**src/rtl/bmp_pkg.sv**
```systemverilog
`timescale 1ns / 1ps
// ----------------------------------------------------------------------------
// bmp_pkg
// Shared types and constants of the BMP stream decoder: payload structs,
// parser phases, result kinds, status codes and header layout.
// ----------------------------------------------------------------------------
package bmp_pkg;

  // largest accepted width or height
  localparam int MaxDim    = 4096;
  localparam int DimW      = 13;
  localparam int IdxW      = 24;
  localparam int HdrCntW   = 6;

  // header layout
  localparam int HdrLen    = 54;
  localparam int OffWidth  = 18;
  localparam int OffHeight = 22;
  localparam int OffDepth  = 28;

  localparam logic [7:0] SigByte0  = 8'h42;  // 'B'
  localparam logic [7:0] SigByte1  = 8'h4D;  // 'M'
  localparam logic [7:0] Depth24   = 8'd24;
  localparam logic [7:0] Depth32   = 8'd32;
  localparam logic [7:0] AlphaFull = 8'd255;

  // component count that turns on the alpha channel
  localparam logic [2:0] CompRgba  = 3'd4;

  // result queue
  localparam int FifoDepth = 4;
  localparam int FifoPtrW  = 2;
  localparam int FifoCntW  = 3;

  typedef enum logic [2:0] {
    PH_IDLE,
    PH_HEADER,
    PH_PIXELS,
    PH_PAD,
    PH_DONE
  } phase_e;

  typedef enum logic [1:0] {
    KIND_PIXEL = 2'd0,
    KIND_DONE  = 2'd1,
    KIND_ERROR = 2'd2
  } kind_e;

  typedef enum logic [2:0] {
    ST_OK        = 3'd0,
    ST_TRUNC     = 3'd1,
    ST_BAD_SIG   = 3'd2,
    ST_BAD_DEPTH = 3'd3,
    ST_TOO_LARGE = 3'd4
  } status_e;

  typedef struct packed {
    logic [7:0] data_byte;
    logic       start_of_file;
    logic       end_of_file;
  } bmp_in_t;

  typedef struct packed {
    kind_e            result_kind;
    logic [IdxW-1:0]  pixel_index;
    logic [7:0]       red;
    logic [7:0]       green;
    logic [7:0]       blue;
    logic [7:0]       alpha;
    logic [DimW-1:0]  image_width;
    logic [DimW-1:0]  image_height;
    status_e          status_code;
    logic             last_result;
  } bmp_res_t;

  // results of one byte, handed from parser to queue
  typedef struct packed {
    logic [1:0] num;
    bmp_res_t   res0;
    bmp_res_t   res1;
  } bmp_push_t;

endpackage

```
**src/rtl/bmp_stream_decoder_top.sv**
```systemverilog
`timescale 1ns / 1ps
// ----------------------------------------------------------------------------
// bmp_stream_decoder_top
// Streaming BMP decoder: one file byte in per transfer, pixels and status out.
//
// Input channel in_valid_i/in_ready_o carries one file byte with start and
// end of file marks. Output channel out_valid_o/out_ready_i carries pixel,
// finished and error results, one per transfer.
// A byte is parsed in the cycle it is accepted; its results are written
// into the result queue. One byte is accepted every cycle while the queue
// has room; a byte may cause two results (last pixel plus finished or
// truncated status), which the four-entry result queue absorbs.
// The input is held off while fewer than two queue entries are free, so a
// stalled receiver stops input once three results wait in the queue;
// bytes that cause no result keep flowing until then. Nothing is lost.
// The configuration write (cfg_we_i, cfg_wdata_i) sets output_components;
// a value of 4 gives alpha 255 on every pixel.
// Reset empties the queue, returns the parser to waiting for a start of
// file byte and sets output_components to 4.
// ----------------------------------------------------------------------------
module bmp_stream_decoder_top import bmp_pkg::*; (
  input  logic       clk_i,
  input  logic       rst_ni,
  input  logic       in_valid_i,
  output logic       in_ready_o,
  input  bmp_in_t    in_data_i,
  output logic       out_valid_o,
  input  logic       out_ready_i,
  output bmp_res_t   out_data_o,
  input  logic       cfg_we_i,
  input  logic [2:0] cfg_wdata_i
);

  logic [2:0] comp_q;
  logic       room;
  logic       in_accept;
  bmp_push_t  push;

  // output_components register
  always_ff @(posedge clk_i or negedge rst_ni) begin
    if (!rst_ni) begin
      comp_q <= CompRgba;
    end else if (cfg_we_i) begin
      comp_q <= cfg_wdata_i;
    end
  end

  assign in_ready_o = room;
  assign in_accept  = in_valid_i && room;

  bmp_parser u_parser (
    .clk_i      (clk_i),
    .rst_ni     (rst_ni),
    .accept_i   (in_accept),
    .in_i       (in_data_i),
    .alpha_on_i (comp_q == CompRgba),
    .push_o     (push)
  );

  bmp_res_fifo u_fifo (
    .clk_i       (clk_i),
    .rst_ni      (rst_ni),
    .push_i      (push),
    .room_o      (room),
    .out_valid_o (out_valid_o),
    .out_ready_i (out_ready_i),
    .out_data_o  (out_data_o)
  );

endmodule

```
**src/rtl/bmp_parser.sv**
```systemverilog
`timescale 1ns / 1ps
// ----------------------------------------------------------------------------
// bmp_parser
// Header parser and pixel assembler. Consumes one accepted file byte per
// cycle while accept_i is high and produces up to two results for it.
// ----------------------------------------------------------------------------
module bmp_parser import bmp_pkg::*; (
  input  logic      clk_i,
  input  logic      rst_ni,
  input  logic      accept_i,
  input  bmp_in_t   in_i,
  input  logic      alpha_on_i,
  output bmp_push_t push_o
);

  phase_e               phase_q, phase_d;
  logic [HdrCntW-1:0]   hdr_cnt_q, hdr_cnt_d;
  logic [31:0]          width_q, width_d;
  logic [31:0]          height_q, height_d;
  logic                 depth32_q, depth32_d;
  logic                 sig_bad_q, sig_bad_d;
  logic                 depth_bad_q, depth_bad_d;
  logic [DimW-1:0]      col_q, col_d;
  logic [DimW-1:0]      row_q, row_d;
  logic [IdxW-1:0]      base_q, base_d;
  logic [1:0]           bip_q, bip_d;
  logic [7:0]           blue_q, blue_d;
  logic [7:0]           green_q, green_d;
  logic [1:0]           pad_q, pad_d;

  logic               sof, eof;
  logic [7:0]         b;
  phase_e             phase_eff;
  logic [HdrCntW-1:0] cnt_eff;
  logic [31:0]        wid_new, hgt_new;
  logic               sig_new, dep_bad_new, dep32_new;
  logic               hdr_last, hdr_err, zero_dim;
  status_e            hdr_status;
  logic [DimW-1:0]    row_init;
  logic [2*DimW-1:0]  base_prod;
  logic [DimW:0]      col_inc;
  logic               col_wrap, need_pad, row_last, consume_end, pad_end;
  logic               active, finished, pix_valid, tail_valid;
  bmp_res_t           pix_res, tail_res;

  assign sof = in_i.start_of_file;
  assign eof = in_i.end_of_file;
  assign b   = in_i.data_byte;

  // start of file restarts the header parse with this byte
  assign phase_eff = sof ? PH_HEADER : phase_q;
  assign cnt_eff   = sof ? '0 : hdr_cnt_q;

  // header field capture
  always_comb begin
    wid_new     = sof ? '0 : width_q;
    hgt_new     = sof ? '0 : height_q;
    sig_new     = sof ? 1'b0 : sig_bad_q;
    dep_bad_new = sof ? 1'b0 : depth_bad_q;
    dep32_new   = sof ? 1'b0 : depth32_q;
    if (cnt_eff == '0) begin
      sig_new = (b != SigByte0);
    end
    if (cnt_eff == HdrCntW'(1)) begin
      sig_new = sig_new || (b != SigByte1);
    end
    for (int k = 0; k < 4; k++) begin
      if (cnt_eff == HdrCntW'(OffWidth + k)) begin
        wid_new[8*k +: 8] = b;
      end
      if (cnt_eff == HdrCntW'(OffHeight + k)) begin
        hgt_new[8*k +: 8] = b;
      end
    end
    if (cnt_eff == HdrCntW'(OffDepth)) begin
      dep_bad_new = (b != Depth24) && (b != Depth32);
      dep32_new   = (b == Depth32);
    end
  end

  // header checks in priority order
  always_comb begin
    if (sig_new) begin
      hdr_status = ST_BAD_SIG;
    end else if (dep_bad_new) begin
      hdr_status = ST_BAD_DEPTH;
    end else if (wid_new > 32'(MaxDim) || hgt_new > 32'(MaxDim)) begin
      hdr_status = ST_TOO_LARGE;
    end else begin
      hdr_status = ST_OK;
    end
  end

  assign hdr_last  = (cnt_eff == HdrCntW'(HdrLen - 1));
  assign hdr_err   = (phase_eff == PH_HEADER) && hdr_last && (hdr_status != ST_OK);
  assign zero_dim  = (wid_new == '0) || (hgt_new == '0);
  // dimensions are checked before use, so the low bits hold them
  assign row_init  = hgt_new[DimW-1:0] - DimW'(1);
  assign base_prod = row_init * wid_new[DimW-1:0];

  // pixel walk conditions
  assign col_inc     = {1'b0, col_q} + (DimW+1)'(1);
  assign col_wrap    = (col_inc >= width_q[DimW:0]);
  assign need_pad    = !depth32_q && (width_q[1:0] != 2'd0);
  assign row_last    = (row_q == '0);
  assign consume_end = ((bip_q == 2'd2) && !depth32_q) || (bip_q == 2'd3);
  assign pad_end     = (pad_q <= 2'd1);

  assign active = (phase_eff == PH_HEADER) || (phase_eff == PH_PIXELS) ||
                  (phase_eff == PH_PAD);

  always_comb begin
    case (phase_eff)
      PH_HEADER: finished = hdr_last && (hdr_status == ST_OK) && zero_dim;
      PH_PIXELS: finished = consume_end && col_wrap && !need_pad && row_last;
      PH_PAD:    finished = pad_end && row_last;
      default:   finished = 1'b0;
    endcase
  end

  // next state
  always_comb begin
    phase_d     = phase_q;
    hdr_cnt_d   = hdr_cnt_q;
    width_d     = width_q;
    height_d    = height_q;
    depth32_d   = depth32_q;
    sig_bad_d   = sig_bad_q;
    depth_bad_d = depth_bad_q;
    col_d       = col_q;
    row_d       = row_q;
    base_d      = base_q;
    bip_d       = bip_q;
    blue_d      = blue_q;
    green_d     = green_q;
    pad_d       = pad_q;
    if (accept_i) begin
      case (phase_eff)
        PH_HEADER: begin
          phase_d     = PH_HEADER;
          width_d     = wid_new;
          height_d    = hgt_new;
          sig_bad_d   = sig_new;
          depth_bad_d = dep_bad_new;
          depth32_d   = dep32_new;
          hdr_cnt_d   = hdr_last ? cnt_eff : cnt_eff + HdrCntW'(1);
          if (hdr_last) begin
            if (hdr_status != ST_OK || zero_dim) begin
              phase_d = PH_DONE;
            end else begin
              row_d   = row_init;
              base_d  = base_prod[IdxW-1:0];
              col_d   = '0;
              bip_d   = 2'd0;
              phase_d = PH_PIXELS;
            end
          end
        end
        PH_PIXELS: begin
          case (bip_q)
            2'd0: begin
              blue_d = b;
              bip_d  = 2'd1;
            end
            2'd1: begin
              green_d = b;
              bip_d   = 2'd2;
            end
            2'd2: bip_d = depth32_q ? 2'd3 : 2'd0;
            default: bip_d = 2'd0;
          endcase
          if (consume_end) begin
            if (!col_wrap) begin
              col_d = col_inc[DimW-1:0];
            end else begin
              col_d = '0;
              if (need_pad) begin
                pad_d   = width_q[1:0];
                phase_d = PH_PAD;
              end else if (row_last) begin
                phase_d = PH_DONE;
              end else begin
                row_d  = row_q - DimW'(1);
                base_d = base_q - width_q[IdxW-1:0];
              end
            end
          end
        end
        PH_PAD: begin
          if (pad_q != 2'd0) begin
            pad_d = pad_q - 2'd1;
          end
          if (pad_end) begin
            if (row_last) begin
              phase_d = PH_DONE;
            end else begin
              phase_d = PH_PIXELS;
              row_d   = row_q - DimW'(1);
              base_d  = base_q - width_q[IdxW-1:0];
            end
          end
        end
        default: ;
      endcase
      // end of file in an open image closes it
      if (active && (finished || eof)) begin
        phase_d = PH_DONE;
      end
    end
  end

  // result build
  always_comb begin
    pix_res              = '0;
    pix_res.result_kind  = KIND_PIXEL;
    pix_res.pixel_index  = base_q + IdxW'(col_q);
    pix_res.red          = b;
    pix_res.green        = green_q;
    pix_res.blue         = blue_q;
    pix_res.alpha        = alpha_on_i ? AlphaFull : 8'd0;
    pix_res.status_code  = ST_OK;

    tail_res             = '0;
    tail_res.last_result = 1'b1;
    if (hdr_err) begin
      tail_res.result_kind = KIND_ERROR;
      tail_res.status_code = hdr_status;
    end else if (finished) begin
      tail_res.result_kind  = KIND_DONE;
      tail_res.image_width  = wid_new[DimW-1:0];
      tail_res.image_height = hgt_new[DimW-1:0];
      tail_res.status_code  = ST_OK;
    end else begin
      tail_res.result_kind = KIND_ERROR;
      tail_res.status_code = ST_TRUNC;
    end
  end

  assign pix_valid  = (phase_eff == PH_PIXELS) && (bip_q == 2'd2);
  assign tail_valid = active && (hdr_err || finished || eof);

  // pack results for the queue
  always_comb begin
    push_o = '0;
    if (accept_i) begin
      if (pix_valid && tail_valid) begin
        push_o.num  = 2'd2;
        push_o.res0 = pix_res;
        push_o.res1 = tail_res;
      end else if (pix_valid) begin
        push_o.num              = 2'd1;
        push_o.res0             = pix_res;
        push_o.res0.last_result = 1'b1;
      end else if (tail_valid) begin
        push_o.num  = 2'd1;
        push_o.res0 = tail_res;
      end
    end
  end

  // control state
  always_ff @(posedge clk_i or negedge rst_ni) begin
    if (!rst_ni) begin
      phase_q     <= PH_IDLE;
      hdr_cnt_q   <= '0;
      width_q     <= '0;
      height_q    <= '0;
      depth32_q   <= 1'b0;
      sig_bad_q   <= 1'b0;
      depth_bad_q <= 1'b0;
      col_q       <= '0;
      row_q       <= '0;
      base_q      <= '0;
      bip_q       <= 2'd0;
      pad_q       <= 2'd0;
    end else begin
      phase_q     <= phase_d;
      hdr_cnt_q   <= hdr_cnt_d;
      width_q     <= width_d;
      height_q    <= height_d;
      depth32_q   <= depth32_d;
      sig_bad_q   <= sig_bad_d;
      depth_bad_q <= depth_bad_d;
      col_q       <= col_d;
      row_q       <= row_d;
      base_q      <= base_d;
      bip_q       <= bip_d;
      pad_q       <= pad_d;
    end
  end

  // held pixel channels
  always_ff @(posedge clk_i) begin
    blue_q  <= blue_d;
    green_q <= green_d;
  end

endmodule

```
**src/rtl/bmp_res_fifo.sv**
```systemverilog
`timescale 1ns / 1ps
// ----------------------------------------------------------------------------
// bmp_res_fifo
// Result queue. Takes up to two results per cycle from the parser and
// hands out one per transfer on the output channel.
// ----------------------------------------------------------------------------
module bmp_res_fifo import bmp_pkg::*; (
  input  logic      clk_i,
  input  logic      rst_ni,
  input  bmp_push_t push_i,
  output logic      room_o,
  output logic      out_valid_o,
  input  logic      out_ready_i,
  output bmp_res_t  out_data_o
);

  bmp_res_t              mem_q [FifoDepth];
  logic [FifoPtrW-1:0]   wr_q, wr_d, rd_q, rd_d;
  logic [FifoCntW-1:0]   cnt_q, cnt_d;
  logic                  pop;
  logic [FifoPtrW-1:0]   wr_next;

  // room for the two results a byte can cause
  assign room_o      = (cnt_q <= FifoCntW'(FifoDepth - 2));
  assign out_valid_o = (cnt_q != '0);
  assign out_data_o  = mem_q[rd_q];
  assign pop         = out_valid_o && out_ready_i;
  assign wr_next     = wr_q + FifoPtrW'(1);

  // pointer and fill update
  always_comb begin
    wr_d  = wr_q + FifoPtrW'(push_i.num);
    rd_d  = pop ? rd_q + FifoPtrW'(1) : rd_q;
    cnt_d = cnt_q + FifoCntW'(push_i.num) - FifoCntW'(pop);
  end

  always_ff @(posedge clk_i or negedge rst_ni) begin
    if (!rst_ni) begin
      wr_q  <= '0;
      rd_q  <= '0;
      cnt_q <= '0;
    end else begin
      wr_q  <= wr_d;
      rd_q  <= rd_d;
      cnt_q <= cnt_d;
    end
  end

  // entry storage
  always_ff @(posedge clk_i) begin
    if (push_i.num != 2'd0) begin
      mem_q[wr_q] <= push_i.res0;
    end
    if (push_i.num == 2'd2) begin
      mem_q[wr_next] <= push_i.res1;
    end
  end

endmodule
```
**config.mk**
```make
export PLATFORM = sky130hd
export DESIGN_NAME = bmp_stream_decoder_top
export DESIGN_NICKNAME = d
export VERILOG_FILES = /design/src/rtl/bmp_pkg.sv /design/src/rtl/bmp_stream_decoder_top.sv /design/src/rtl/bmp_parser.sv /design/src/rtl/bmp_res_fifo.sv
export SDC_FILE = /design/constraint.sdc
export NUM_CORES = 1
export LEC_CHECK = 0
export BUFFER_PORTS_ARGS = -buffer_cell sky130_fd_sc_hd__buf_2
export CORE_UTILIZATION = 55
export CTS_CLUSTER_DIAMETER = 120
export DETAILED_ROUTE_END_ITERATION = 6
export PLACE_DENSITY = 0.72
export SYNTH_ARGS = -nofsm -noshare
export SYNTH_HDL_FRONTEND = slang
export SYNTH_SLANG_ARGS = --single-unit
```
**constraint.sdc**
```tcl
create_clock -name clk_i -period 10.5 [get_ports clk_i]
set_input_delay 0.525 -clock clk_i [delete_from_list [all_inputs] [get_ports clk_i]]
set_output_delay 0.525 -clock clk_i [all_outputs]
set_load 0.01 [all_outputs]
```
# Word level (Yosys, flattened, before mapping)
# Memories as Yosys holds them, arrays and structs flattened.
# Cells that the tools add are included.
word_totals:
  regBits: 156
  mem_bits_rw: 352
  out_inout_bits: 90
  elab_cells: 208
  memories: 1
mem_list:
  columns: ["name", "depth", "width", "rd", "rd_clocked_by_memory_dff", "wr", "line_no", "rtl"]
  rows:
  - ["u_fifo.mem_q", 4, 88, 1, 0, 2, "bmp_res_fifo.sv:17", "bmp_res_t mem_q [FifoDepth];"]
classes:
  n_addsub: 12
  mul: 1
  n_lt_le_gt_ge: 5
  eq_ne: 36
  mux: 81
  reduce_logical: 54
op_table:
  columns: ["op", "count"]
  rows:
  - ["$mux W90", 2]
  - ["$mux W178", 1]
  - ["$mux W24", 7]
  - ["$mux W13", 11]
  - ["$mux W89", 1]
  - ["$mux W88", 1]
  - ["$mux W8", 9]
  - ["$pmux W24 S3", 1]
  - ["$gt A32 B13 Y1 const B", 2]
  - ["$logic_not A32 Y1", 2]
  - ["$mux W32", 2]
  - ["$eq A6 B5 Y1 const B", 9]
  - ["$mux W26", 2]
  - ["$mux W3", 14]
  - ["$pmux W13 S3", 1]
  - ["$pmux W13 S2", 1]
  - ["$sub A13 B1 Y13 const B", 2]
  - ["$add A24 B13 Y24", 1]
  - ["$mul A13 B13 Y24", 1]
  - ["$sub A24 B24 Y24", 1]
  - ["$mux W2", 9]
  - ["$logic_and A1 B1 Y1", 17]
  - ["$ne A8 B7 Y1 const B", 2]
  - ["$add A13 B1 Y14 const B", 1]
  - ["other kinds (45)", 89]

# Logic depth before layout (Yosys ltp)
# Gate-level depths: netlist (run 1).
logic_depth:
  depth_word: 22
  depth_mapped: 42
  depth_no_buf: 33

# Modules after synthesis
# Synthesis (run 1) repeated with hierarchy kept, for this count alone.
unflattened:
  cells_unflattened: 2885
  hier_area_um2: 33802.4
by_module_without_submodules:
  columns: ["mod", "n_inst", "cells_per_inst", "area_each_um2", "seq_area_each_um2"]
  rows:
  - ["bmp_res_fifo", 1, 891, 17272.8, 10745.3]
  - ["bmp_parser", 1, 1986, 16405.7, 3733.6]
  - ["bmp_stream_decoder_top", 1, 8, 123.9, 76.3]

# Worst setup path after synthesis (run 1)
# OpenSTA, ideal clock, no wires.
synth_timing:
  path_type: "input-to-reg"
  startpoint: "in in_data_i[1] (netlist bit)"
  endpoint: "reg u_parser.base_q[23]"
  t_arrival_ps: 10075
  setup_slack_ps: 296
  stages: 42
  path_buffers: 9
  path_cell_list: "buf_6 clkbuf_1 clkbuf_1 buf_1 clkbuf_1 clkbuf_1 nor2b_1 inv_1 ha_1 and4bb_1 buf_2 nand2_1 nand2_1 nand2_1 inv_1 clkbuf_1 ha_1 inv_1 (+6 left out) inv_1 fa_1 inv_1 fa_1 fa_1 inv_1 fa_1 inv_1 ha_1 a21o_1 a21oi_1 and4_1 o31ai_1 a41o_1 o311a_1 or3_1 mux2i_1 a211oi_1"
synth_via:
  elab_chain_len: 12
  elab_cells_between_ends: 57
synth_lines:
  columns: ["item", "line_no", "rtl"]
  rows:
  - ["start: declaration", "bmp_stream_decoder_top.sv:26", "input bmp_in_t in_data_i,"]
  - ["branches (longest 12 deep; another with $mul A13 B13 Y24)", null, null]
  - ["end signal: assignment", "bmp_parser.sv:286", "base_q <= base_d;"]
  - ["end: declaration", "bmp_parser.sv:25", "logic [IdxW-1:0] base_q, base_d;"]
# Parallel ways; which one is timed is not known. The select of a mux whose other input is x is not followed.
# A chain may end at the register's enable or synchronous reset.

# Final worst setup path (run 1)
layout_timing:
  startpoint: "reg u_parser.hdr_cnt_q[1]"
  endpoint: "reg u_parser.base_q[23]"
layout_via:
  elab_chain_len: 12
  elab_cells_between_ends: 44
layout_lines:
  columns: ["item", "line_no", "rtl"]
  rows:
  - ["start: declaration", "bmp_parser.sv:17", "logic [HdrCntW-1:0] hdr_cnt_q, hdr_cnt_d;"]
  - ["start signal: assignment", "bmp_parser.sv:278", "hdr_cnt_q <= hdr_cnt_d;"]
  - ["$mux W6 *", "bmp_parser.sv:52", "assign cnt_eff = sof ? '0 : hdr_cnt_q;"]
  - ["branches (longest 11 deep; another with $mul A13 B13 Y24)", null, null]
# Mark *: on every way between the ends. The select of a mux whose other input is x is not followed.

==> out/qor.yml, run 1 <==
totalWireLength_microns: 78300
antenna_found_initial: 0
synthCells: 2771
drc: 0
syn_to_final_growth_pct: 10.2
cts-root-buf: "clkbuf_16"
async_flop_share_pct: 29.2
fmax_mhz: 105
seq_area_frac_synth_pct: 41.3
initial_utilization_pct: 56.3
cts_max_level: 2
dp_hpwl_microns: 53800
synthTopCellsByArea: "edfxtp_1, dfxtp_1, dfrtp_1, fa_1, mux4_2"
grt_usage_pct: 29.8
vdd_drop_max_v: 0.000178
synth_ff_type: "dfxtp_1"
grt_start_max_net_pins: 74
drive_gt1_share_pct: 13.0
die_area_sq_um: 52700
slew_headroom_pct: 27.6
max_cap_violations: 0
die_h_microns: 229
worstSetupPathType: "flop to flop"
fin_crit_sh_pct: 90.8
cts.repair.resized: 0
drt_iter0_markers: 1875
tightest_slew_ns: 1.08
critPathSlowestCell: "a31oi_1"
globalRoute.totalOverflow: 0
clkLatencyLatePin_ns: 0.60
wl_per_cell_microns: 22.1
crit_path_max_incr_delay_ns: 0.62
p_per_area_nw_per_um2: 222
finalHoldViolCount: 0
grt_pass1_wl_microns: 124000
die_width_microns: 229
clock-sinks: 480
setup_viol: 0
start_kind: "flop"
ys_ff_latch: 480
ant_nets: 0
drv_slew: 0
min_path_type: "input pin to flop"
drtPass1Iterations: 6
cts_tree: "yes"
via_per_inst: 6.25
worstPathArrival_ns: 9.97
rows: 82
clk_pin_slew_ns: 0.06
worstSetupEndpointType: "flop"
syn_area_per_cell_sq_um: 10.3
synth.distinct_cells: 88
gp_congestion: 0.922
port-buffer-count: 107
setup_tns_ns: 0
ios: 108
synth_top_area_share_pct: 15.2
postCtsSetupBuffers: 0
power_mw: 6.95
crit_required_ns: 10.94
core_sq_um: 50600
dp_cells: 3445
grt_pass1_vias: 22370
via_count: 22115
synth_area_leader_cell: "edfxtp_1"
finalCriticalPeriod_ns: 9.53
stdcell_count: 3541
rsz0062_at_grt: "false"
cts_made_buffers: 51
fin_nets: 3095
syn-num-nets: 3039
leakage_nw: 13.5
diodes: 0
skew_ns: 0.0132
ys_warn_count: 0
worstPathMaxFanout: 14
synth_edf_count: 144
outcome: "complete, no violations"
cts_buffer_depth: 3
synthesis.area_sq_um: 28500
==> metal layers <==
layer	share of wire (%)	track usage (%)	vias up
met2	49	50.6	882
met3	6.0	3.27	158
li1	-	-	9925
met1	41	38.9	11150
met5	0	0	-
met4	3.7	12.4	0
==> flip-flops by register name, summed over array words and instances, names as in the netlist <==
register and count:
u_parser.base_q 24, comp_q 3, u_parser.col_q 13, u_parser.height_q 32
u_parser.green_q 8, u_fifo.mem_q 324, u_parser.sig_bad_q 1, u_parser.pad_q 2
u_parser.row_q 13, u_parser.phase_q 3, u_parser.hdr_cnt_q 6, u_parser.depth_bad_q 1
u_parser.width_q 32, u_fifo.cnt_q 3, u_parser.bip_q 2, u_parser.blue_q 8
u_fifo.rd_q 2, u_parser.depth32_q 1, u_fifo.wr_q 2
==> where the power goes <==
part           leakage (nW)  total, mW  internal, mW  switching [mW]
logic                  7.94       2.80          1.17            1.63
clock network         0.847       1.85          1.07           0.779
registers              4.68       2.29          2.04           0.255
==> cell families after synthesis <==
kind of cell             Yosys count  synth area share (%)
AND/OR/NAND/NOR                  849                  13.5
AO/OA/AOI/OAI                    607                  15.0
flip-flops                       480                  41.3
buffers and inverters            371                  5.13
adder cells (fa/ha/maj)          250                  14.2
multiplexers                     125                  8.01
XOR/XNOR                          89                  2.79
==> path summary, 6_finish.rpt <==
check	to	start	slack, ns	cells past startpoint
max reg2reg	u_parser.base_q[23]	u_parser.hdr_cnt_q[1]	0.97	31
min	comp_q[1]	cfg_wdata_i[1]	0.16	2
min reg2reg	u_fifo.mem_q[2][65]	u_fifo.mem_q[2][65]	0.45	2
max	u_parser.base_q[23]	u_parser.hdr_cnt_q[1]	0.97	31
max in group asynchronous	u_parser.width_q[31]	rst_ni	8.51	3
min in group asynchronous	u_parser.base_q[18]	rst_ni	0.54	2
==> synth_stat cells, drive strengths merged (91+ instances only) <==
cell type and number:
nor2 329, nand2 246, inv 219, dfxtp 196, a22o 180, o21ai 161
edfxtp 144, dfrtp 139, ha 127, fa 123, clkbuf 114, a21oi 91
==> layout by cell type (no fill, tap or decap), drive strengths merged, types with 123 or more instances in the layout <==
cell type / count
a22o: 180
buf: 154
dfrtp: 139
dfxtp: 196
edfxtp: 144
fa: 123
ha: 127
inv: 221
nand2: 246
nor2: 329
o21ai: 161
==> through the flow <==
step | util (%) | hold slack, ns | setup WS, ns | area [sq um]
global route | 62.0 | 0.149 | 0.333 | 31400
finish | 62.0 | 0.158 | 0.970 | 31400
global placement | 58.6 | 0.429 | 1.21 | 29600
CTS | 62.0 | 0.137 | 1.04 | 31400
floorplan | - | 0.229 | 0.296 | 28500
detailed placement | 58.6 | 0.438 | 0.786 | 29600
==> final cells by class <==
type	instances	area [sq um]
tap	672	841
clock buffer	68	1450
inverter	219	822
clock inverter	27	273
timing repair buffer	155	905
multi-input combinational	1920	15300
fill	4043	19200
sequential	480	11800
==> critical path: cells and delay by family (launching register included) <==
kind            cells  cell delay [ns]
fa+ha+maj           8             3.52
xor+xnor            1             0.22
mux                 1             0.15
simple gates        6             1.87
flops               1             0.37
buf+inv             6             0.55
compound gates      9             2.67
==> timing repair <==
item,4_1_cts,5_1_grt
hold endpoints to repair,37,0
setup endpoints to repair,0,0
hold buffers,1,0
(Power assumes the default switching activity.)
==> inputs of run 2 (changes only) <==
- MAX_ROUTING_LAYER: default -> met4
==> out/qor.yml, run 2 (synthesis results as in run 1) <==
globalRoute.totalOverflow: 0  # unchanged
final.setup.worst_slack_ns: 1.24  # was 0.970 ns
power_mw: 6.93  # was 6.95 mW
grt_usage_pct: 30.7  # was 29.8%
worstSetupEndpointType: "flop"  # unchanged
clock-sinks: 480  # unchanged
setup_tns_ns: 0  # unchanged
final_cell_mix: "nor2_1, nand2_1, inv_1"  # unchanged
drt_iter0_markers: 1872  # was 1875
setup_viol: 0  # unchanged
holdWs_ns: -0.00379  # was 0.158 ns
largest_register: "u_fifo.mem_q"  # unchanged
r2r_cells: 32  # was 31
met3WireLength_microns: 4950  # was 4660 microns
skew_ns: 0.0249  # was 0.0132 ns
final_util_pct: 62.0  # about the same
largestRegisters: "u_fifo.mem_q x324, u_parser.height_q x32, u_parser.width_q x32"  # unchanged
design_area_sq_um: 31400  # about the same
drc: 0  # unchanged
regToRegEndpoint: "u_parser.base_q[23]"  # unchanged
placed_area_sq_um: 29600  # about the same
crit_required_ns: 10.93  # was 10.94 ns
violations: "negative hold slack"
worstSetupPathType: "flop to flop"  # unchanged
die_area_sq_um: 52700  # unchanged
cts_hold_buf: 0  # was 1
clkLatencyLatePin_ns: 0.61  # was 0.60 ns
fin_nets: 3096  # was 3095
gp_congestion: 0.928  # was 0.922
grt_start_max_net_pins: 75  # was 74
finalHoldViolCount: 5  # was 0
finalCriticalPeriod_ns: 9.26  # was 9.53 ns
fmax_mhz: 108  # was 105 MHz
pre_cts_ws_ns: 1.04  # was 0.786 ns
r2r_start: "u_parser.hdr_cnt_q[1]"  # unchanged
worstPathArrival_ns: 9.70  # was 9.97 ns
cts_max_level: 2  # unchanged
drive_gt1_share_pct: 13.2  # was 13.0%
slew_headroom_pct: 27.4  # was 27.6%
grt_pass1_vias: 22290  # was 22.4k
via_count: 22122  # about the same
dp_hpwl_microns: 54300  # was 53800 microns
die_h_microns: 229  # unchanged
cts_tree: "yes"  # unchanged
drv_slew: 0  # unchanged
dp_cells: 3447  # was 3445
rsz0062_at_grt: "false"  # unchanged
clk_pin_slew_ns: 0.06  # about the same
path_buf_inv: 7  # was 6
core_sq_um: 50600  # unchanged
port-buffer-count: 107  # unchanged
met1_length_microns: 32200  # about the same
start_kind: "flop"  # unchanged
via_per_inst: 6.24  # was 6.25
route.met2.wl_microns: 38100  # was 38500 microns
max_cap_violations: 0  # unchanged
stdcell_count: 3544  # was 3541
final_common_cell: "nor2_1"  # unchanged
ant_nets: 0  # unchanged
ios: 108  # unchanged
initial_utilization_pct: 56.3  # unchanged
cts-root-buf: "clkbuf_16"  # unchanged
cts_made_buffers: 51  # unchanged
min_path_type: "input pin to asynchronous set/reset pin"  # was input pin to flop
regToRegSetupSlack_ns: 1.24  # was 0.97 ns
cts_buffer_depth: 3  # unchanged
vdd_drop_max_v: 0.000165  # was 0.000178 V
fin_crit_sh_pct: 88.2  # was 90.8%
crit_path_max_incr_delay_ns: 0.53  # was 0.62 ns
p_per_area_nw_per_um2: 221  # was 222 nW/um^2
die_width_microns: 229  # unchanged
outcome: "finished with violations"  # was complete, no violations
syn_to_final_growth_pct: 10.2  # about the same
leakage_nw: 13.5  # about the same
totalWireLength_microns: 78200  # was 78300 microns
largest_register_ffs: 324  # unchanged
critPathTopFamily: "adder cells"  # unchanged
worstPathMaxFanout: 14  # unchanged
critPathSlowestCell: "xor2_1"  # was a31oi_1
wl_per_cell_microns: 22.1  # about the same
rows: 82  # unchanged
postCtsSetupBuffers: 0  # unchanged
cp_common_cell: "inv_1"
tightest_slew_ns: 1.09  # was 1.08 ns
antenna_found_initial: 1  # was 0
drtPass1Iterations: 5  # was 6
grt_pass1_wl_microns: 124000  # about the same
top_layer: "met4"  # unchanged
cts.repair.resized: 0  # unchanged
run 2: final cells by class:
cell class | instances | area, sq um
inverter | 219 | 822
clock buffer | 64 | 1400
tap | 672 | 841
multi-input combinational | 1920 | 15300
antenna | 1 | 2.50
timing repair buffer | 156 | 910
sequential | 480 | 11800
fill | 4078 | 19200
clock inverter | 32 | 317
run 2: where the power goes:
group          leakage, nW  internal, mW  total (mW)  switching [mW]
registers             4.68          2.04        2.29           0.247
logic                 7.95          1.18        2.81            1.64
clock network        0.839          1.05        1.83           0.777
run 2: worst max path at each step:
stage	slack [ns]	start	endpoint	depth (start not counted)
after floorplan	0.30	in_data_i[1]	u_parser.base_q[23]	42
after global placement	1.36	in_data_i[1]	u_parser.base_q[23]	34
after detailed placement	1.04	in_data_i[1]	u_parser.base_q[23]	33
after CTS	1.33	u_parser.hdr_cnt_q[1]	u_parser.base_q[23]	32
after global routing	0.68	u_parser.hdr_cnt_q[1]	u_parser.base_q[23]	33
final	1.24	u_parser.hdr_cnt_q[1]	u_parser.base_q[23]	32
run 2: metal layers:
metal	track usage, %	vias up
li1	-	9926
met1	39.2	11114
met2	49.8	907
met3	4.00	175
met4	12.0	0
met5	-	-
